File: config.mk
export PLATFORM = sky130hd
export DESIGN_NAME = ifd_queue
export DESIGN_NICKNAME = d
export VERILOG_FILES = /design/src/sv/ifd_pkg.sv /design/src/sv/ifd_queue.sv
export SDC_FILE = /design/constraint.sdc
export NUM_CORES = 1
export LEC_CHECK = 0
export BUFFER_PORTS_ARGS = -buffer_cell sky130_fd_sc_hd__buf_2
export CORE_UTILIZATION = 52
export DETAILED_ROUTE_END_ITERATION = 10
export GPL_ROUTABILITY_DRIVEN = 1
export HOLD_SLACK_MARGIN = 0.1
export PLACE_DENSITY = 0.79
export SLEW_MARGIN = 0
export SYNTH_ARGS = -nofsm -noshare
export SYNTH_HDL_FRONTEND = slang
export SYNTH_SLANG_ARGS = --single-unit
File: constraint.sdc
create_clock -name aclk -period 6.8 [get_ports aclk]
set_input_delay 0 -clock aclk [delete_from_list [all_inputs] [get_ports aclk]]
set_output_delay 0 -clock aclk [all_outputs]
set_load 0.005 [all_outputs]
File: src/sv/ifd_pkg.sv
// Shared types, constants and the word decode function of the IMU frame decoder.
// Used by every module of the block; depends on nothing else.
package ifd_pkg;

    localparam int ADDR_W      = 4;
    localparam int DATA_W      = 32;
    localparam int SCALE_W     = 24;
    localparam int TICK_W      = 16;
    localparam int NUM_AXES    = 6;
    localparam int VAL_W       = 15;
    localparam int OUT_W       = 39;
    localparam int PROD_W      = VAL_W + SCALE_W + 1;
    localparam int STORE_DEPTH = 12;
    localparam int STORE_IDX_W = $clog2(STORE_DEPTH);
    localparam int FIRST_END   = 13;
    localparam int SECOND_END  = 22;
    localparam int QUEUE_DEPTH = 2;

    localparam logic [7:0]  PRE_A         = 8'hEE;
    localparam logic [7:0]  PRE_B         = 8'h50;
    localparam logic [7:0]  SUM_OK        = 8'hFF;
    localparam logic [15:0] WORD_LIMIT    = 16'hB000;
    localparam logic [15:0] WORD_NEG_SET  = 16'hC000;
    localparam logic [15:0] WORD_POS_MASK = 16'h3FFF;

    localparam logic [SCALE_W-1:0] GYRO_SCALE_RST  = 24'd21452;
    localparam logic [SCALE_W-1:0] ACCEL_SCALE_RST = 24'd414662;
    localparam logic [TICK_W-1:0]  TIMEOUT_RST     = 16'd2000;

    localparam logic [1:0] REG_GYRO    = 2'd0;
    localparam logic [1:0] REG_ACCEL   = 2'd1;
    localparam logic [1:0] REG_TIMEOUT = 2'd2;

    typedef enum logic [1:0] {
        ST_OK,
        ST_CKSUM,
        ST_ZERO,
        ST_TIMEOUT
    } status_t;

    typedef enum logic [1:0] {
        HUNT_EE1,
        HUNT_EE2,
        HUNT_50,
        COLLECT
    } hunt_t;

    // One finished frame or timeout, handed from the front to the back.
    typedef struct packed {
        status_t                             status;
        logic [NUM_AXES-1:0][VAL_W-1:0]      vals;
    } job_t;

    // A raw word above the limit is negative, otherwise its top two bits are dropped.
    // Either way the value fits in 15 signed bits.
    function automatic logic [VAL_W-1:0] decode_word(input logic [7:0] hi,
                                                     input logic [7:0] lo);
        logic [15:0] w;
        logic [15:0] r;
        w = {hi, lo};
        if (w > WORD_LIMIT) begin
            r = w | WORD_NEG_SET;
        end else begin
            r = w & WORD_POS_MASK;
        end
        return r[VAL_W-1:0];
    endfunction

endpackage

File: src/sv/ifd_queue.sv
// Short job queue between the front and back of the IMU frame decoder.
// Register based, first in first out. Depends on ifd_pkg.
module ifd_queue #(
    parameter int DEPTH = 2
) (
    input  logic          aclk,
    input  logic          aresetn,
    input  logic          wr_en,
    input  ifd_pkg::job_t wr_data,
    output logic          full,
    input  logic          rd_en,
    output logic          rd_valid,
    output ifd_pkg::job_t rd_data
);
    import ifd_pkg::*;

    localparam int PTR_W = $clog2(DEPTH);
    localparam int CNT_W = $clog2(DEPTH + 1);

    job_t             entry_reg [DEPTH];
    logic [PTR_W-1:0] wr_ptr_reg, wr_ptr_next;
    logic [PTR_W-1:0] rd_ptr_reg, rd_ptr_next;
    logic [CNT_W-1:0] count_reg, count_next;

    assign full     = (count_reg == CNT_W'(DEPTH));
    assign rd_valid = (count_reg != '0);
    assign rd_data  = entry_reg[rd_ptr_reg];

    always_comb begin
        wr_ptr_next = wr_ptr_reg;
        rd_ptr_next = rd_ptr_reg;
        count_next  = count_reg;
        if (wr_en) begin
            wr_ptr_next = (wr_ptr_reg == PTR_W'(DEPTH - 1)) ? '0 : wr_ptr_reg + PTR_W'(1);
        end
        if (rd_en) begin
            rd_ptr_next = (rd_ptr_reg == PTR_W'(DEPTH - 1)) ? '0 : rd_ptr_reg + PTR_W'(1);
        end
        if (wr_en && !rd_en) begin
            count_next = count_reg + CNT_W'(1);
        end else if (rd_en && !wr_en) begin
            count_next = count_reg - CNT_W'(1);
        end
    end

    always_ff @(posedge aclk) begin
        if (!aresetn) begin
            wr_ptr_reg <= '0;
            rd_ptr_reg <= '0;
            count_reg  <= '0;
        end else begin
            wr_ptr_reg <= wr_ptr_next;
            rd_ptr_reg <= rd_ptr_next;
            count_reg  <= count_next;
        end
    end

    always_ff @(posedge aclk) begin
        if (wr_en) begin
            entry_reg[wr_ptr_reg] <= wr_data;
        end
    end

endmodule

; Word level (Yosys, flattened, before mapping)
; Memory sizes are Yosys's and may differ from the RTL's. A register that Yosys moved wholly into a read port is not among the register bits.
; Index checks and enable logic that the tools add are counted.
; W data, S select, Z words.
[word_totals]
regBits = 4
ramBits = 184
in_bits = 96
mem_count = 1
[op_classes]
add_sub_neg = 4
eq_ne = 1
mux = 8
n_reduce_logical = 6
[memory_table]
columns = name, words, width, rd, rd_clocked_by_memory_dff, write_ports, line
row1 = entry_reg, 2, 92, 1, 1, 1, ifd_queue.sv:20  ; job_t entry_reg [DEPTH];
[ops]
columns = op, n
row1 = $mux W1, 6
row2 = $mux W2, 2
row3 = $reduce_bool A2 Y1, 2
row4 = $add A1 B1 Y1 const B, 2
row5 = $add A2 B1 Y2 const B, 1
row6 = $eq A2 B2 Y1 const B, 1
row7 = $logic_and A1 B1 Y1, 2
row8 = $logic_not A1 Y1, 2
row9 = $sub A2 B1 Y2 const B, 1

; Logic depth before layout (Yosys ltp)
[depth]
word_depth = 4
ltp_mapped = 5

; Least setup slack after synthesis
; OpenSTA, ideal clock, no wires.
[synth_timing]
path_kind = reg2reg
start = register wr_ptr_reg
end = memory entry_reg[0][0] (netlist name), enable pin
setup_ns = 0.555
t_arrival_ns = 4.395
setup_slack_ns = 1.850
path_stages_with_launch = 2
path_buffers = 0
synth_period_minus_slack_ns = 4.950
path_cell_list = dfxtp_1 -> nor2b_1
[synth_rtl]
columns = item, line
row1 = "start, declared", ifd_queue.sv:21  ; logic [PTR_W-1:0] wr_ptr_reg, wr_ptr_next;
row2 = "start signal, assigned", ifd_queue.sv:52  ; wr_ptr_reg <= wr_ptr_next;
row3 = "end, declared", ifd_queue.sv:20
; No word-level cell before the write port.

; Worst setup path in the final report
[layout_timing]
start = register wr_ptr_reg
end = register wr_ptr_reg
[layout_via]
elab_chain_cells = 2
[layout_lines]
columns = item, line
row1 = $add A1 B1 Y1, ifd_queue.sv:34  ; wr_ptr_next = (wr_ptr_reg == PTR_W'(DEPTH - 1)) ? '0 : wr_ptr_reg + PTR_W'(1);
row2 = $mux W1 *, ifd_queue.sv:34
; Every way passes the cells marked *; elsewhere a longest branch is shown, timed or not.
; A chain may end at the register's enable or synchronous reset.

==> summary.txt <==
Cells and area
  • P&R area growth vs syn: 37.7%
  • Max reg flops: roughly 180
  • Total Nets Final: roughly 700
  • Filler cells: around 750
  • Register area: approximately 5600 um^2
  • Commonest non-fill, non-tap cell in the layout: buf_2
  • Commonest cells after routing, fill and taps aside: buf_2, edfxtp_1, dlygate4sd3_1, mux2_2, clkbuf_16
  • Share of layout cells above drive strength 1: between 50% and 60%
  • Number of diodes: 0
  • Multi-input gate area: ~1200 um^2

Die
  • Io pins: 190
  • Total die area: approximately 14000 um^2
  • Site Rows: 41
  • Starting density of the core: a little over half
  • Die Ht: 117 um
  • Core area: around 13000 um^2
  • Die W: around 120 um

Routing
  • Vias per cell: around 5.0
  • DRT Wirelength: 13700 um
  • Routed Antenna Nets: 0
  • Initial drt markers: about 260
  • Wirelength per Cell: approximately 17 um
  • DR pass1 iterations: 4
  • DRC viols: 0
  • Vias: 3984

Synthesis
  • Largest cells by area after synthesis: edfxtp_1, mux2_2, dfxtp_1
  • Sequential cell area fraction in the yosys report: between 80 and 90%
  • Cell area after synthesis: just under 7000 um^2
  • Synthesis-stage register bit count: 189
  • Post-synth top area cell: edfxtp_1
  • Syn Nets: 405
  • Synthesized area per cell: about 22 um^2
  • Synth cell types: 18
  • Mapped Cells: approximately 310
  • Top cell type's share of synthesized area: approximately 80%
  • Yosys warning count: 0

GRT
  • Antenna violations before repair: 0
  • GRT overflow: 0
  • Gr usage total: between 20% and 30%
  • Pin count of the biggest net entering global routing: 55
  • Vias in the first global route: about 4000
  • First-pass GRT wire length: 19900 um

Critical path
  • RR Endpoint: wr_ptr_reg$_SDFFE_PN0P_
  • Reg-to-reg startpoint: wr_ptr_reg$_SDFFE_PN0P_
  • Worst endpoint required time: slightly above 7 ns
  • CP Data Arrival Time: between 3 and 4 ns
  • R2r worst-path depth: 4
  • CP max FO: between 50 and 60
  • Worst setup path endpoint: wr_ptr_reg$_SDFFE_PN0P_
  • Setup Crit Path Kind: reg -> reg
  • Reg2Reg Setup Slack: about 3.9 ns
  • CP Launch Type: flop
  • Critical path startpoint: wr_ptr_reg$_SDFFE_PN0P_
  • CP Capture Type: flop

CTS
  • H-tree levels: 4
  • Num Clock Sinks: roughly 190
  • CTS tree: done
  • Clock buffer depth: 2
  • Clock Root Buffer: clkbuf_16
  • Post-CTS sizing: 0
  • Clock Pin Slew Worst Setup and Hold Paths: about 0.07 ns
  • Cts hold-fix bufs: 95
  • Post-CTS Setup Bufs: 0
  • Number of CTS-inserted buffers: 17
  • Clock Latency Late Sink: 0.43 ns

STA
  • Unrepaired setup endpoints after global routing: false
  • Final Max Slew Viols: 0
  • Final TNS setup: 0 ns
  • Fmax: roughly 350 MHz
  • Min cycle time layout: around 2.9 ns
  • Worst-Margin Slew: approximately 1.2 ns
  • Final Setup Violations: 0
  • Final worst-path cycle share: 42.3%
  • Worst-case clock skew: slightly below 0.009 ns
  • Final hold vios: 0
  • Headroom to the max-slew limit: 18.8%

Placement
  • Routability cong.: approximately 0.69
  • Port Buffers: around 190
  • Hpwl dp: ~7800 um

Worst hold path
  • Hold Crit Class: in -> reg

Power
  • Worst VDD drop: approximately 170 uV
  • Leakage power: approximately 3.6 nW
  • Pwr per Cell Area: roughly 270 nW/um^2
  • Tot Pwr: 2.56 mW

Status
  • Status: finished clean

Flow run
  • Maximum capacitance violations: 0
[worst max-delay path, stage by stage, from the launching register on]
cell and delay (ns):
dfxtp_1 0.35, nor2b_4 0.94, buf_4 0.75, o21a_1 0.22, dlygate4sd3_1 0.54
[cells by family (layout without fill, tap and decap cells)]
| logic type | after synthesis | count (layout) | synth area share [%] |
|---|---|---|---|
| mux | 92 | 92 | 15.0 |
| flops | 189 | 189 | 81.7 |
| fa+ha+maj | 1 | 1 | 0.182 |
| compound gates | 3 | 3 | 0.291 |
| xor+xnor | 3 | 3 | 0.382 |
| simple gates | 9 | 9 | 0.854 |
| buf+inv | 11 | 320 | 1.54 |
[cell usage after synthesis]
cell type and n:
mux2_2 92, or3_1 1, ha_1 1, o21ai_0 1, buf_2 1, buf_6 8
or2_2 1, buf_4 1, and2_1 4, xor2_1 2, dfxtp_1 5, xnor2_1 1
nor2b_1 2, a21boi_1 1, and2b_2 1, o21a_1 1, edfxtp_1 184, inv_1 1
[how the worst min path moves through the flow]
| stage | cells past startpoint | slack, ns | from | to |
|---|---|---|---|---|
| 2_1_floorplan | 0 | 0.1 | wr_data[0] | entry_reg[0][0]$_DFFE_PP_ |
| 3_3_place_gp | 1 | 0.19 | wr_data[79] | entry_reg[0][79]$_DFFE_PP_ |
| 3_5_place_dp | 1 | 0.19 | wr_data[30] | entry_reg[1][30]$_DFFE_PP_ |
| 4_1_cts | 4 | 0.12 | wr_en | count_reg[1]$_SDFFE_PN0P_ |
| 5_1_grt | 4 | 0.17 | wr_en | count_reg[1]$_SDFFE_PN0P_ |
| 6_report | 4 | 0.14 | wr_en | count_reg[1]$_SDFFE_PN0P_ |
[per-layer routing]
metal / GRT usage [%] / wire length (um)
met5: 0 / 0
met2: 36.7 / 7260
met3: 6.54 / 956
met4: 9.96 / 307
met1: 21.5 / 5230
[layout make-up]
| type | instances | share of cell area [%] |
|---|---|---|
| Multi-Input combinational cell | 108 | 12.3 |
| Inverter | 1 | 0.0396 |
| Sequential cell | 189 | 59.4 |
| Tap cell | 172 | 2.27 |
| Clock inverter | 14 | 1.28 |
| Timing Repair Buffer | 287 | 20.2 |
| Clock buffer | 18 | 4.53 |
[report_power, final]
group	internal [mW]	switching (mW)	total (mW)	leakage [nW]
clock network	0.504	0.414	0.918	0.268
logic	0.156	0.115	0.271	1.57
registers	1.35	0.0250	1.37	1.77
total	2.01	0.554	2.56	3.61
[through the flow]
stage	instances	hold WS, ns	util (%)	worst slack [ns]	area, um^2
2_1_floorplan	308	0.0989	-	1.85	6890
3_3_place_gp	662	0.188	62.5	4.43	7980
3_5_place_dp	662	0.192	62.5	4.33	7980
4_1_cts	789	0.116	74.2	3.90	9480
5_1_grt	789	0.172	74.2	3.76	9480
6_report	789	0.137	74.2	3.92	9480
Power figures use the tool's default switching activity.
