--- config.mk ---
export PLATFORM = sky130hd
export DESIGN_NAME = ifd_front
export DESIGN_NICKNAME = d
export VERILOG_FILES = /design/src/sv/ifd_pkg.sv /design/src/sv/ifd_front.sv
export SDC_FILE = /design/constraint.sdc
export NUM_CORES = 1
export LEC_CHECK = 0
export BUFFER_PORTS_ARGS = -buffer_cell sky130_fd_sc_hd__clkbuf_2
export CAP_MARGIN = 25
export CORE_MARGIN = 1.5
export CORE_UTILIZATION = 50
export DETAILED_ROUTE_END_ITERATION = 8
export HOLD_SLACK_MARGIN = 0.06
export PLACE_DENSITY = 0.73
export SETUP_SLACK_MARGIN = 0.15
export SLEW_MARGIN = 20
export SYNTH_ARGS = -nofsm -noshare
export SYNTH_HDL_FRONTEND = slang
export SYNTH_SLANG_ARGS = --single-unit
--- constraint.sdc ---
create_clock -name aclk -period 3.6 [get_ports aclk]
set_clock_uncertainty 0.05 [all_clocks]
set_input_delay 0.72 -clock aclk [delete_from_list [all_inputs] [get_ports aclk]]
set_output_delay 0.72 -clock aclk [all_outputs]
set_load 0.03 [all_outputs]
--- src/sv/ifd_pkg.sv ---
// Shared types, constants and the word decode function of the IMU frame decoder.
// Used by every module of the block; depends on nothing else.
package ifd_pkg;

    localparam int ADDR_W      = 4;
    localparam int DATA_W      = 32;
    localparam int SCALE_W     = 24;
    localparam int TICK_W      = 16;
    localparam int NUM_AXES    = 6;
    localparam int VAL_W       = 15;
    localparam int OUT_W       = 39;
    localparam int PROD_W      = VAL_W + SCALE_W + 1;
    localparam int STORE_DEPTH = 12;
    localparam int STORE_IDX_W = $clog2(STORE_DEPTH);
    localparam int FIRST_END   = 13;
    localparam int SECOND_END  = 22;
    localparam int QUEUE_DEPTH = 2;

    localparam logic [7:0]  PRE_A         = 8'hEE;
    localparam logic [7:0]  PRE_B         = 8'h50;
    localparam logic [7:0]  SUM_OK        = 8'hFF;
    localparam logic [15:0] WORD_LIMIT    = 16'hB000;
    localparam logic [15:0] WORD_NEG_SET  = 16'hC000;
    localparam logic [15:0] WORD_POS_MASK = 16'h3FFF;

    localparam logic [SCALE_W-1:0] GYRO_SCALE_RST  = 24'd21452;
    localparam logic [SCALE_W-1:0] ACCEL_SCALE_RST = 24'd414662;
    localparam logic [TICK_W-1:0]  TIMEOUT_RST     = 16'd2000;

    localparam logic [1:0] REG_GYRO    = 2'd0;
    localparam logic [1:0] REG_ACCEL   = 2'd1;
    localparam logic [1:0] REG_TIMEOUT = 2'd2;

    typedef enum logic [1:0] {
        ST_OK,
        ST_CKSUM,
        ST_ZERO,
        ST_TIMEOUT
    } status_t;

    typedef enum logic [1:0] {
        HUNT_EE1,
        HUNT_EE2,
        HUNT_50,
        COLLECT
    } hunt_t;

    // One finished frame or timeout, handed from the front to the back.
    typedef struct packed {
        status_t                             status;
        logic [NUM_AXES-1:0][VAL_W-1:0]      vals;
    } job_t;

    // A raw word above the limit is negative, otherwise its top two bits are dropped.
    // Either way the value fits in 15 signed bits.
    function automatic logic [VAL_W-1:0] decode_word(input logic [7:0] hi,
                                                     input logic [7:0] lo);
        logic [15:0] w;
        logic [15:0] r;
        w = {hi, lo};
        if (w > WORD_LIMIT) begin
            r = w | WORD_NEG_SET;
        end else begin
            r = w & WORD_POS_MASK;
        end
        return r[VAL_W-1:0];
    endfunction

endpackage

--- src/sv/ifd_front.sv ---
// Front end of the IMU frame decoder: preamble hunt, payload capture, checksums
// and idle timeout. Issues one job per finished frame or timeout. Depends on ifd_pkg.
module ifd_front #(
    parameter int PAYLOAD_LEN = 25
) (
    input  logic                         aclk,
    input  logic                         aresetn,
    input  logic                         s_valid,
    output logic                         s_ready,
    input  logic                         s_command,
    input  logic [7:0]                   s_rx_byte,
    input  logic [ifd_pkg::TICK_W-1:0]   timeout_ticks,
    input  logic                         q_full,
    output logic                         q_push,
    output ifd_pkg::job_t                q_job
);
    import ifd_pkg::*;

    localparam int CNT_W = $clog2(PAYLOAD_LEN);

    hunt_t              state_reg, state_next;
    logic [CNT_W-1:0]   count_reg, count_next;
    logic [7:0]         first_reg, first_next;
    logic [7:0]         second_reg, second_next;
    logic [TICK_W-1:0]  idle_reg, idle_next;
    logic [7:0]         store_reg [STORE_DEPTH];
    logic               store_we;
    logic               accept;
    logic               all_zero;
    logic [NUM_AXES-1:0][VAL_W-1:0] dec_vals;

    assign s_ready = !q_full;
    assign accept  = s_valid && s_ready;

    always_comb begin
        for (int k = 0; k < NUM_AXES; k++) begin
            dec_vals[k] = decode_word(store_reg[2*k], store_reg[2*k+1]);
        end
    end

    assign all_zero = (dec_vals == '0);

    always_ff @(posedge aclk) begin
        if (!aresetn) begin
            state_reg  <= HUNT_EE1;
            count_reg  <= '0;
            first_reg  <= '0;
            second_reg <= '0;
            idle_reg   <= '0;
        end else begin
            state_reg  <= state_next;
            count_reg  <= count_next;
            first_reg  <= first_next;
            second_reg <= second_next;
            idle_reg   <= idle_next;
        end
    end

    always_ff @(posedge aclk) begin
        if (store_we) begin
            store_reg[count_reg[STORE_IDX_W-1:0]] <= s_rx_byte;
        end
    end

    always_comb begin
        state_next  = state_reg;
        count_next  = count_reg;
        first_next  = first_reg;
        second_next = second_reg;
        idle_next   = idle_reg;
        store_we    = 1'b0;
        q_push      = 1'b0;
        q_job.vals  = dec_vals;
        q_job.status = ST_OK;
        if (accept) begin
            if (s_command) begin
                if (idle_reg >= timeout_ticks) begin
                    idle_next    = '0;
                    count_next   = '0;
                    state_next   = HUNT_EE1;
                    q_push       = 1'b1;
                    q_job.status = ST_TIMEOUT;
                end else begin
                    idle_next = idle_reg + TICK_W'(1);
                end
            end else begin
                idle_next = '0;
                unique case (state_reg)
                    HUNT_EE1: begin
                        if (s_rx_byte == PRE_A) begin
                            state_next = HUNT_EE2;
                        end
                    end
                    HUNT_EE2: begin
                        state_next = (s_rx_byte == PRE_A) ? HUNT_50 : HUNT_EE1;
                    end
                    HUNT_50: begin
                        if (s_rx_byte == PRE_B) begin
                            state_next  = COLLECT;
                            count_next  = '0;
                            first_next  = '0;
                            second_next = '0;
                        end else begin
                            state_next = HUNT_EE1;
                        end
                    end
                    COLLECT: begin
                        store_we = (count_reg < CNT_W'(STORE_DEPTH));
                        if (count_reg < CNT_W'(FIRST_END)) begin
                            first_next = first_reg + s_rx_byte;
                        end else if (count_reg < CNT_W'(SECOND_END)) begin
                            second_next = second_reg + s_rx_byte;
                        end
                        if (count_reg == CNT_W'(PAYLOAD_LEN - 1)) begin
                            // The last word still counts towards the second sum
                            // when the payload is at its shortest.
                            count_next = '0;
                            state_next = HUNT_EE1;
                            q_push     = 1'b1;
                            if (first_next != SUM_OK || second_next != SUM_OK) begin
                                q_job.status = ST_CKSUM;
                            end else if (all_zero) begin
                                q_job.status = ST_ZERO;
                            end else begin
                                q_job.status = ST_OK;
                            end
                        end else begin
                            count_next = count_reg + CNT_W'(1);
                        end
                    end
                    default: begin
                        state_next = HUNT_EE1;
                    end
                endcase
            end
        end
    end

    a_idle_counts: assert property (@(posedge aclk) disable iff (!aresetn)
        (accept && s_command && idle_reg < timeout_ticks)
            |=> idle_reg == $past(idle_reg) + TICK_W'(1))
        else $error("idle count did not advance on an idle tick");

    a_frame_rehunt: assert property (@(posedge aclk) disable iff (!aresetn)
        (q_push && q_job.status != ST_TIMEOUT)
            |=> (state_reg == HUNT_EE1 && count_reg == '0))
        else $error("front did not return to hunting after a frame");

    a_word_clears_idle: assert property (@(posedge aclk) disable iff (!aresetn)
        (accept && !s_command) |=> idle_reg == '0)
        else $error("received word did not clear the idle count");

endmodule

Word-level counts from Yosys, hierarchy flattened

Memory sizes are Yosys's and may differ from the RTL's.
Index checks and enable logic that the tools add are counted.

Add/sub/neg operators: 4
Magnitude comparators: 10
Equality and inequality tests: 13
Muxes and demuxes: 49
Bitwise operators: 1
Reductions and logical operators: 10

Operator list:

| cell                                                                 | count |
|---|---|
| 16-bit greater-than comparator, second input constant                | 6 |
| 90-bit zero test                                                     | 1 |
| 15-bit 2-to-1 mux                                                    | 6 |
| 8-bit 2-to-1 mux                                                     | 10 |
| 16-bit 2-to-1 mux                                                    | 2 |
| 8-bit one-hot mux with 2 select lines                                | 2 |
| 2-bit 2-to-1 mux                                                     | 13 |
| 5-bit 2-to-1 mux                                                     | 4 |
| 16-bit by 1-bit adder with 16-bit output, second input constant      | 1 |
| 8-bit adder                                                          | 2 |
| 16-bit >= comparator                                                 | 1 |
| 8-bit inequality test, second input constant                         | 2 |
| 4-bit AND reduction                                                  | 3 |
| 5-bit by 4-bit < comparator with 1-bit output, second input constant | 2 |
| 1-bit 2-to-1 mux                                                     | 10 |
| 5-bit one-hot mux with 2 select lines                                | 1 |
| 3-bit inequality test, second input constant                         | 3 |
| 8-bit by 7-bit == test with 1-bit output, second input constant      | 1 |
| 8-bit == test, second input constant                                 | 1 |
| 2-bit one-hot mux with 4 select lines                                | 1 |
| 5-bit by 1-bit adder with 5-bit output, second input constant        | 1 |
| 5-bit == test, second input constant                                 | 1 |
| 5-bit < comparator, second input constant                            | 1 |
| 2-bit == test, second input constant                                 | 2 |
| other kinds (10)                                                     | 10 |

Bits in registers: 39
RAM bits: 96
Input port bits: 29
Output and inout port bits: 94
Word-level logic and storage cells: 93
Memories kept: 1

Memories:

| memory    | words | width | rd ports | clocked after Yosys merged registers in | wr ports | RTL line        | RTL |
|---|---|---|---|---|---|---|---|
| store_reg | 12    | 8     | 12       | 0                                       | 1        | ifd_front.sv:26 | `logic [7:0] store_reg [STORE_DEPTH];` |

Depth between registers and ports, before layout

Gate-level depths: netlist of the first run.

Depth after elaboration: 13
Mapped depth: 10
Depth with buffers taken out: 9

Worst setup path before layout of the first run

Ideal clock, no wire load.

Path kind: input -> output
Start: input port s_rx_byte[0]
End: output port q_job[91] (netlist name)
Data arrival time: 2.958 ns
Required time: 2.830 ns
Path slack: -0.128 ns
Stages: 9
Buffers on the path: 0
Cell sequence: ha_1 > fa_1 > a211oi_2 > o21ai_1 > a2111o_1 > o311ai_0 > nand2_1 > nand4b_1 > o21ai_1

RTL lines:

| element     | RTL line        | RTL |
|---|---|---|
| from (decl) | ifd_front.sv:11 | `input logic [7:0] s_rx_byte,` |
| to (decl)   | ifd_front.sv:15 | `output ifd_pkg::job_t q_job` |

==> flow_metrics.tcl, run 1 <==
set metrics [dict create \
    clock-sinks 135 \
    cts_made_buffers 17 \
    dpl.hpwl_um 11660 \
    relSlewSlack_pct 50.81 \
    max_freq_mhz 262.4 \
    drive_above_1_share_pct 30.14 \
    hold_slack_ns 0.4781 \
    cp_slowest_cell "fa_2" \
    largest_reg_flops 96 \
    synth_fp_nets 648 \
    synthXorXnorAreaFrac_pct 2.777 \
    antenna_cells 0 \
    synth-seq-area-share_pct 55.31 \
    io_pins 123 \
    yosys_warnings 0 \
    synthArstFlopShare_pct 0 \
    synth-compound-area-share_pct 11.11 \
    min-delay-start "idle_reg[0]" \
    final_cells 892 \
    wl_um 16020 \
    core-area_um2 12770 \
    tightest_slew_ns 0.7351 \
    die_h_um 118.1 \
    period_share_pct 105.9 \
    firstDrtPassIters 4 \
    slew_violations 0 \
    wl_per_cell_um 17.96 \
    start_util_pct 51.86 \
    overflow 0 \
    crit_path_start_kind "input pin" \
    final_common_cell "clkbuf_2" \
    post-route-min-period_ns 3.811 \
    grt_setup_unrepaired "true" \
    hold_viol 0 \
    area_growth_pct 22.69 \
    synth-seq-cells 135 \
    htreeDepth 4 \
    synth_top_family_by_area "simple AND/OR/NAND/NOR gates" \
    crit_path_max_fanout 3 \
    syn_area_um2 6624 \
    nNetsFinal 774 \
    worst_slack_ns -0.2107 \
    clkTransAtPathRegs_ns 0.06 \
    setup_viol 2 \
    syn_area_per_cell_um2 11.38 \
    track_usage_pct 23.51 \
    critPathKind "input pin to output pin" \
    grt_max_degree 30 \
    p_leak_uw 0.003213 \
    synth-simple-area-share_pct 16.34 \
    grt_pass1_wl_um 25630 \
    cts_tree "yes" \
    clk_latency_ns 0.41 \
    cp.required_ns 2.83 \
    vias 5053 \
    post_dp_cell_area_um2 7411 \
    viasPerCell 5.665 \
    synth-main-ff-cell "edfxtp_1" \
    final_cell_area_um2 8127 \
    synth_edf_count 96 \
    synth-adder-area-share_pct 7.216 \
    antenna_found_initial 0 \
    synthCells 582 \
    drc 0 \
    die_w_um 118.1 \
    r2r-start "state_reg[0]" \
    ir_drop_mv 0.2108 \
    rows 41 \
    gp_congestion 0.9402 \
    crit_start "s_rx_byte[0]" \
    postRouteAntennaNets 0 \
    dp_slack_ns -0.3509 \
    cts_buffer_depth 2 \
    synth_mux_area_share_pct 0.7556 \
    cp_slowest_stage_delay_ns 0.38 \
    final_cell_mix "119 x clkbuf_2, 96 x edfxtp_1, 51 x nor2_1" \
    critPathArrivalTime_ns 3.04 \
    root_buffer "clkbuf_16" \
    end_kind "output pin" \
    io_buffer_count 122 \
    crit_path_cell_trace "clkbuf_16, ha_4, fa_2, a211oi_4, o21ai_2, a2111o_1, o311ai_2, nand2_1, nand4b_1, o21a_4, clkbuf_8" \
    drv_cap 0 \
    dpl.cell_count 860 \
    yosysUniqueCellTypes 65 \
    outcome "complete, but fails checks" \
    hold_path.class "register to register" \
    p_total_uw 3603 \
    holdBufCountCts 0 \
    powerDensity_nw_per_um2 443.4 \
    die-area_um2 13950 \
    violations "negative setup slack" \
    grt_pass1_vias 4992 \
    first_iter_violations 358 \
]
## critical path: cells and delay by family
family | cells | cell delay (ns)
adder cells (fa/ha/maj) | 2 | 0.54
AO/OA/AOI/OAI | 5 | 1.12
buffers and inverters | 2 | 0.28
AND/OR/NAND/NOR | 2 | 0.36
## area by class of cell
class                   instances  area, um^2
fillers                       996        4647
flip-flops and latches        135        3664
multi-input cells             372        2645
well taps                     172       215.2
inverters                      28       105.1
repair buffers                154       889.6
clock buffers                  18       429.2
clock inverters                13       178.9
## report_power, final
part | internal (uW) | total (uW) | switching, uW
Sequential | 1660 | 1660 | 1.59
Combinational | 62.3 | 152 | 89.9
Clock | 1150 | 1790 | 636
Total | 2880 | 3600 | 727
## final timing paths
path                                         to  slack, ns  cells after the start
worst max-delay path                  q_job[90]      -0.21                     11
worst min-delay path                idle_reg[0]       0.48                      2
worst max register to register  store_reg[2][7]       1.13                      5
worst min register to register      idle_reg[0]       0.48                      2
## Yosys cell counts (8+ instances only)
cell / n / area (um^2)
a31oi_1: 10 / 62.56
edfxtp_1: 96 / 2883
o21ai_0: 15 / 75.07
inv_1: 27 / 101.4
buf_4: 36 / 270.3
nand3_1: 25 / 125.1
xor2_1: 16 / 140.1
ha_1: 35 / 437.9
nor3_1: 11 / 55.05
nor4_1: 22 / 137.6
nor2_1: 51 / 191.4
a21o_1: 9 / 67.56
nand2_1: 41 / 153.9
nor2b_1: 19 / 118.9
a22oi_1: 11 / 82.58
dfxtp_1: 39 / 780.8
nand4_1: 11 / 68.82
a21oi_1: 8 / 40.04
## metrics by stage
step,TNS (ns),utilization [%]
after floorplan,0,-
after detailed placement,-0.6525,58.02
after global placement,-0.6118,58.02
final,-0.3486,63.62
after CTS,-0.3412,63.42
after global routing,-0.5448,63.62
## what timing repair did
| item | CTS | global route |
|---|---|---|
| pin swaps | 5 | 1 |
| setup buffers | 1 | 0 |
| resized for setup | 14 | 7 |
| gates cloned | 0 | 0 |
| setup endpoints to repair | 2 | 2 |
## layer usage
layer  track usage [%]  vias up  part of all wire (%)
met1             29.91     2430                    44
li1                  -     2380                     -
met2             39.28      213                    48
met4             9.299        0                   2.5
met5                 0        -                     0
met3             4.845       30                   5.7
## cells by family (layout without fill, tap and decap cells)
logic type / after synthesis / after routing
flops: 135 / 135
xor+xnor: 21 / 21
compound gates: 97 / 97
buf+inv: 75 / 213
simple gates: 212 / 212
fa+ha+maj: 37 / 37
mux: 5 / 5
Power figures use the tool's default switching activity.
==> inputs of run 2 (changes only) <==
--- a/config.mk
+++ b/config.mk
@@ -5,15 +5,15 @@
 export SDC_FILE = /design/constraint.sdc
 export NUM_CORES = 1
 export LEC_CHECK = 0
+export ABC_AREA = 1
 export BUFFER_PORTS_ARGS = -buffer_cell sky130_fd_sc_hd__clkbuf_2
 export CAP_MARGIN = 25
 export CORE_MARGIN = 1.5
 export CORE_UTILIZATION = 50
 export DETAILED_ROUTE_END_ITERATION = 8
 export HOLD_SLACK_MARGIN = 0.06
-export PLACE_DENSITY = 0.73
+export PLACE_DENSITY = 0.72
 export SETUP_SLACK_MARGIN = 0.15
-export SLEW_MARGIN = 20
 export SYNTH_ARGS = -nofsm -noshare
 export SYNTH_HDL_FRONTEND = slang
 export SYNTH_SLANG_ARGS = --single-unit
==> run 2 against run 1 <==
  * The flow now finishes without violations
  * Register-to-register slack improved by 0.35 ns
  * Sequential power barely moved
  * Via count rose by 15%
  * First-iteration DRC count rose by 49%
  * Cell count rose by 29%
  * Final area rose by 5.2%
  * Critical path depth rose by 2
  * Synthesized area rose by 8.3%
  * Highest routed layer unchanged
==> flow_metrics.tcl, run 2 <==
set metrics [dict create \
    outcome "finished, final reports clean" \
    overflow 0 \
    end_kind "output pin" \
    synth-main-ff-cell "edfxtp_1" \
    gp_congestion 0.8734 \
    synth_edf_count 96 \
    drc 0 \
    postRouteAntennaNets 0 \
    grt_pass1_wl_um 25580 \
    post_cts_buffers 0 \
    grt_pass1_vias 5388 \
    max_freq_mhz 296.2 \
    synthCells 838 \
    largest_reg_flops 96 \
    cts_made_buffers 17 \
    first_iter_violations 535 \
    hold_slack_ns 0.4352 \
    clk_latency_ns 0.43 \
    yosysTopAreaCell "edfxtp_1" \
    die_w_um 122.8 \
    core-area_um2 13930 \
    whs_endpoint "second_reg[5]" \
    die-area_um2 15080 \
    track_usage_pct 22.50 \
    synth_area_leaders "edfxtp_1 40%, nand2_1 11%, dfxtp_1 11%" \
    clkTransAtPathRegs_ns 0.06 \
    rr_endpoint "store_reg[10][3]" \
    cp.required_ns 2.83 \
    setup_viol 0 \
    synth_fp_nets 904 \
    ir_drop_mv 0.2939 \
    syn_area_per_cell_um2 8.563 \
    io_buffer_count 122 \
    powerDensity_nw_per_um2 408.9 \
    firstDrtPassIters 5 \
    vias 5807 \
    post-route-min-period_ns 3.376 \
    hold_viol 0 \
    drv_cap 0 \
    final_common_cell "nand2_1" \
    grt_max_degree 20 \
    p_leak_uw 0.003766 \
    relSlewSlack_pct 48.28 \
    io_pins 123 \
    synth_most_common_cell "nand2_1" \
    antenna_found_initial 0 \
    final_cell_mix "219 x nand2_1, 130 x nor2_1, 120 x clkbuf_2" \
    crit_path_start_kind "input pin" \
    start_util_pct 51.50 \
    r2r_cells 7 \
    yosysTopAreaCellShare_pct 40.17 \
    cts_buffer_depth 2 \
    nNetsFinal 1022 \
    slew_violations 0 \
    critPathArrivalTime_ns 2.61 \
    crit_path_max_fanout 3 \
    holdBufCountCts 0 \
    synth-seq-cells 135 \
    dp_slack_ns 0.05863 \
    tightest_slew_ns 0.7750 \
    area_growth_pct 19.09 \
    hold_depth 2 \
    hold_path.class "register to register" \
    worst_slack_ns 0.2239 \
    yosysUniqueCellTypes 38 \
    r2r-start "state_reg[1]" \
    critPathKind "input pin to output pin" \
    clock-sinks 135 \
    root_buffer "clkbuf_16" \
    yosys_warnings 0 \
    wl_um 16360 \
    synthArstFlopShare_pct 0 \
    setup_tns_ns 0 \
    period_share_pct 93.78 \
    syn_area_um2 7176 \
    htreeDepth 4 \
    viasPerCell 5.054 \
    min-delay-start "second_reg[5]" \
    drive_above_1_share_pct 21.57 \
    antenna_cells 0 \
    dpl.hpwl_um 12080 \
    rows 43 \
    synth-seq-area-share_pct 51.05 \
    rrSetupSlack_ns 1.48 \
    cts_tree "yes" \
    fillers 1192 \
    yosys-top-cells-count "219 x nand2_1, 132 x nor2_1, 99 x inv_1" \
    grt_setup_unrepaired "true" \
    wl_per_cell_um 14.24 \
    die_h_um 122.8 \
]
## run 2: kinds of logic after synthesis
kind of cell	Yosys count	share of synthesized area [%]
compound gates	58	4.394
xor+xnor	15	1.831
fa+ha+maj	37	6.661
buf+inv	151	10.06
flops	135	51.05
simple gates	442	26.00
## run 2: layout make-up
| type | instances | area (um^2) | share of cell area, % |
|---|---|---|---|
| Sequential cell | 135 | 3666 | 42.90 |
| Clock buffer | 21 | 440.4 | 5.154 |
| Multi-Input combinational cell | 552 | 2898 | 33.91 |
| Inverter | 107 | 401.6 | 4.700 |
| Clock inverter | 11 | 125.1 | 1.464 |
| Timing Repair Buffer | 143 | 789.5 | 9.239 |
| Tap cell | 180 | 225.2 | 2.635 |
## run 2: how the worst max path moves through the flow
| stage | end | slack, ns | cells past startpoint | from |
|---|---|---|---|---|
| after floorplan | q_job[91] | 0.30 | 13 | s_rx_byte[0] |
| after global placement | q_job[91] | 0.09 | 13 | s_rx_byte[0] |
| after detailed placement | q_job[91] | 0.06 | 13 | s_rx_byte[0] |
| after CTS | q_job[91] | 0.17 | 14 | s_rx_byte[2] |
| after global routing | q_job[91] | 0.13 | 13 | s_rx_byte[0] |
| final | q_job[91] | 0.22 | 13 | s_rx_byte[0] |
## run 2: repair_timing
action                                  4_1_cts  5_1_grt
gates resized for setup                       4       26
cloned                                        0        0
endpoints found under the setup margin        1        2
pin swaps                                     0       11
## run 2: layer usage
layer | vias up | GRT usage (%) | share of wire, %
li1 | 2931 | - | -
met3 | 28 | 4.368 | 5.4
met2 | 202 | 37.60 | 47
met5 | - | 0 | 0
met4 | 0 | 8.866 | 1.8
met1 | 2646 | 28.78 | 45
## run 2: critical path, cell delays in order
cell and delay, ns:
buf_12 0.11, ha_4 0.16, fa_2 0.41, xor2_1 0.16
nand2_1 0.07, nand2_1 0.09, nand3_1 0.08, nor2_1 0.11
nand3_1 0.09, nor2_2 0.16, nand3_1 0.11, a21oi_2 0.17
buf_6 0.15
## run 2: per-stage QoR
stage | instance area [um^2] | cells | utilization [%] | power, uW
final | 8546 | 1149 | 61.33 | 3495
after detailed placement | 7849 | 1117 | 56.33 | 1864
after CTS | 8424 | 1149 | 60.46 | 3509
after global placement | 7849 | 1117 | 56.33 | 1862
after floorplan | 7176 | 838 | - | 1792
after global routing | 8546 | 1149 | 61.33 | 3596
## run 2: power breakdown
group          switching, uW  internal [uW]  total, uW
clock network            634           1020       1650
logic                    113           58.7        172
registers               5.48           1670       1670
==> inputs of run 3 (changes only) <==
--- a/config.mk
+++ b/config.mk
@@ -10,6 +10,7 @@
 export CAP_MARGIN = 25
 export CORE_MARGIN = 1.5
 export CORE_UTILIZATION = 50
+export CTS_BUF_LIST = sky130_fd_sc_hd__clkbuf_16
 export DETAILED_ROUTE_END_ITERATION = 8
 export HOLD_SLACK_MARGIN = 0.06
 export PLACE_DENSITY = 0.72
==> run 3 against run 2 <==
  * Non-clock buffer count unchanged
  * Worst hold slack about the same
  * Setup slack about the same
  * Clock power about the same
  * Count of clock-buffer cells in the layout decreased by 4
  * Core utilization unchanged
  * First-iteration DRC count increased by 3.0%
  * Sequential cell count unchanged
  * Combinational power about the same
  * Power decreased by 0.34%
  * Critical path depth unchanged
  * Sequential power about the same
  * Critical endpoint unchanged
==> flow_metrics.tcl, run 3 (synthesis gave the netlist of run 2 again) <==
set metrics [dict create \
    drc 0 \
    rrSetupSlack_ns 1.48 \
    core-area_um2 13930 \
    grt_setup_unrepaired "true" \
    grt_max_degree 20 \
    final_cell_mix "219 x nand2_1, 130 x nor2_1, 120 x clkbuf_2" \
    clkTransAtPathRegs_ns 0.06 \
    postRouteAntennaNets 0 \
    die_w_um 122.8 \
    dp_slack_ns 0.05863 \
    p_leak_uw 0.003782 \
    wl_per_cell_um 14.21 \
    clk_latency_ns 0.43 \
    track_usage_pct 22.51 \
    firstDrtPassIters 5 \
    critPathKind "input pin to output pin" \
    gp_congestion 0.8734 \
    cp.required_ns 2.83 \
    cpMostUsedCell "nand3_1" \
    final_common_cell "nand2_1" \
    start_util_pct 51.50 \
    largest_reg_flops 96 \
    crit_path_max_fanout 3 \
    end_kind "output pin" \
    clock-sinks 135 \
    cts_tree "yes" \
    crit_path_start_kind "input pin" \
    die_h_um 122.8 \
    post_cts_buffers 0 \
    outcome "finished, final reports clean" \
    grt_pass1_wl_um 25590 \
    setup_viol 0 \
    hold_path.class "register to register" \
    vias 5809 \
    rows 43 \
    cts_made_buffers 17 \
    io_pins 123 \
    hold_slack_ns 0.4352 \
    hold_viol 0 \
    period_share_pct 93.79 \
    first_iter_violations 551 \
    cp_slowest_cell "fa_2" \
    viasPerCell 5.056 \
    cts_buffer_depth 2 \
    tightest_slew_ns 0.7810 \
    die-area_um2 15080 \
    path_buf_inv 2 \
    relSlewSlack_pct 47.88 \
    max_freq_mhz 296.2 \
    ir_drop_mv 0.2935 \
    area_growth_pct 19.09 \
    antenna_found_initial 0 \
    powerDensity_nw_per_um2 407.6 \
    slew_violations 0 \
    final_cells 1149 \
    drv_cap 0 \
    overflow 0 \
    setup_tns_ns 0 \
    root_buffer "clkbuf_16" \
    critPathArrivalTime_ns 2.61 \
    worst_slack_ns 0.2237 \
    crit_path_cell_trace "buf_12, ha_4, fa_2, xor2_1, nand2_1, nand2_1, nand3_1, nor2_1, nand3_1, nor2_2, nand3_1, a21oi_2, buf_6" \
    wl_um 16330 \
    grt_pass1_vias 5389 \
    htreeDepth 4 \
    critPathTopFamily "simple AND/OR/NAND/NOR gates" \
    post-route-min-period_ns 3.376 \
    antenna_cells 0 \
    drive_above_1_share_pct 21.57 \
    dpl.cell_count 1117 \
    cp_slowest_stage_delay_ns 0.41 \
    io_buffer_count 122 \
    dpl.hpwl_um 12080 \
    nNetsFinal 1022 \
]
## run 3: area by class of cell
cell class              instances  area [um^2]
clock inverters                15        140.1
inverters                     107        401.6
flip-flops and latches        135         3666
multi-input cells             552         2898
fillers                      1192         5389
clock buffers                  17        425.4
well taps                     180        225.2
repair buffers                143        789.5
## run 3: repair_timing
item,4_1_cts,5_1_grt
gates resized for setup,4,26
hold buffers,0,0
pin swaps,0,11
endpoints found under the setup margin,1,2
endpoints found under the hold margin,0,0
## run 3: path summary, 6_finish.rpt
kind                  from               end  cells after the start
max           s_rx_byte[0]         q_job[91]                     13
min          second_reg[5]     second_reg[5]                      2
max reg2reg   state_reg[1]  store_reg[10][3]                      7
min reg2reg  second_reg[5]     second_reg[5]                      2
## run 3: worst register-to-register path, stage by stage, from the launching register on
cell	delay, ns
dfxtp_1	0.40
nand2_1	0.09
nor2_1	0.13
inv_1	0.08
nor4_1	0.49
nand2_1	0.23
nor2_1	0.17
buf_4	0.19
## run 3: per-stage QoR
step | cell area, um^2 | power, uW | utilization (%)
6_report | 8546 | 3483 | 61.33
5_1_grt | 8546 | 3586 | 61.33
4_1_cts | 8424 | 3498 | 60.46
3_5_place_dp | 7849 | 1864 | 56.33
3_3_place_gp | 7849 | 1862 | 56.33
2_1_floorplan | 7176 | 1792 | -
## run 3: metal layers
metal  routed length [um]  GRT usage (%)  vias up
li1                     -              -     2931
met1                 7379          28.81     2647
met2                 7762          37.60      203
met3                  885          4.368       28
met4                  306          8.866        0
met5                    0              0        -
## run 3: power by group
part	leakage, uW	internal (uW)	switching, uW
combinational	0.00233	58.7	113
sequential	0.00118	1670	5.46
clock	0.000278	1010	634
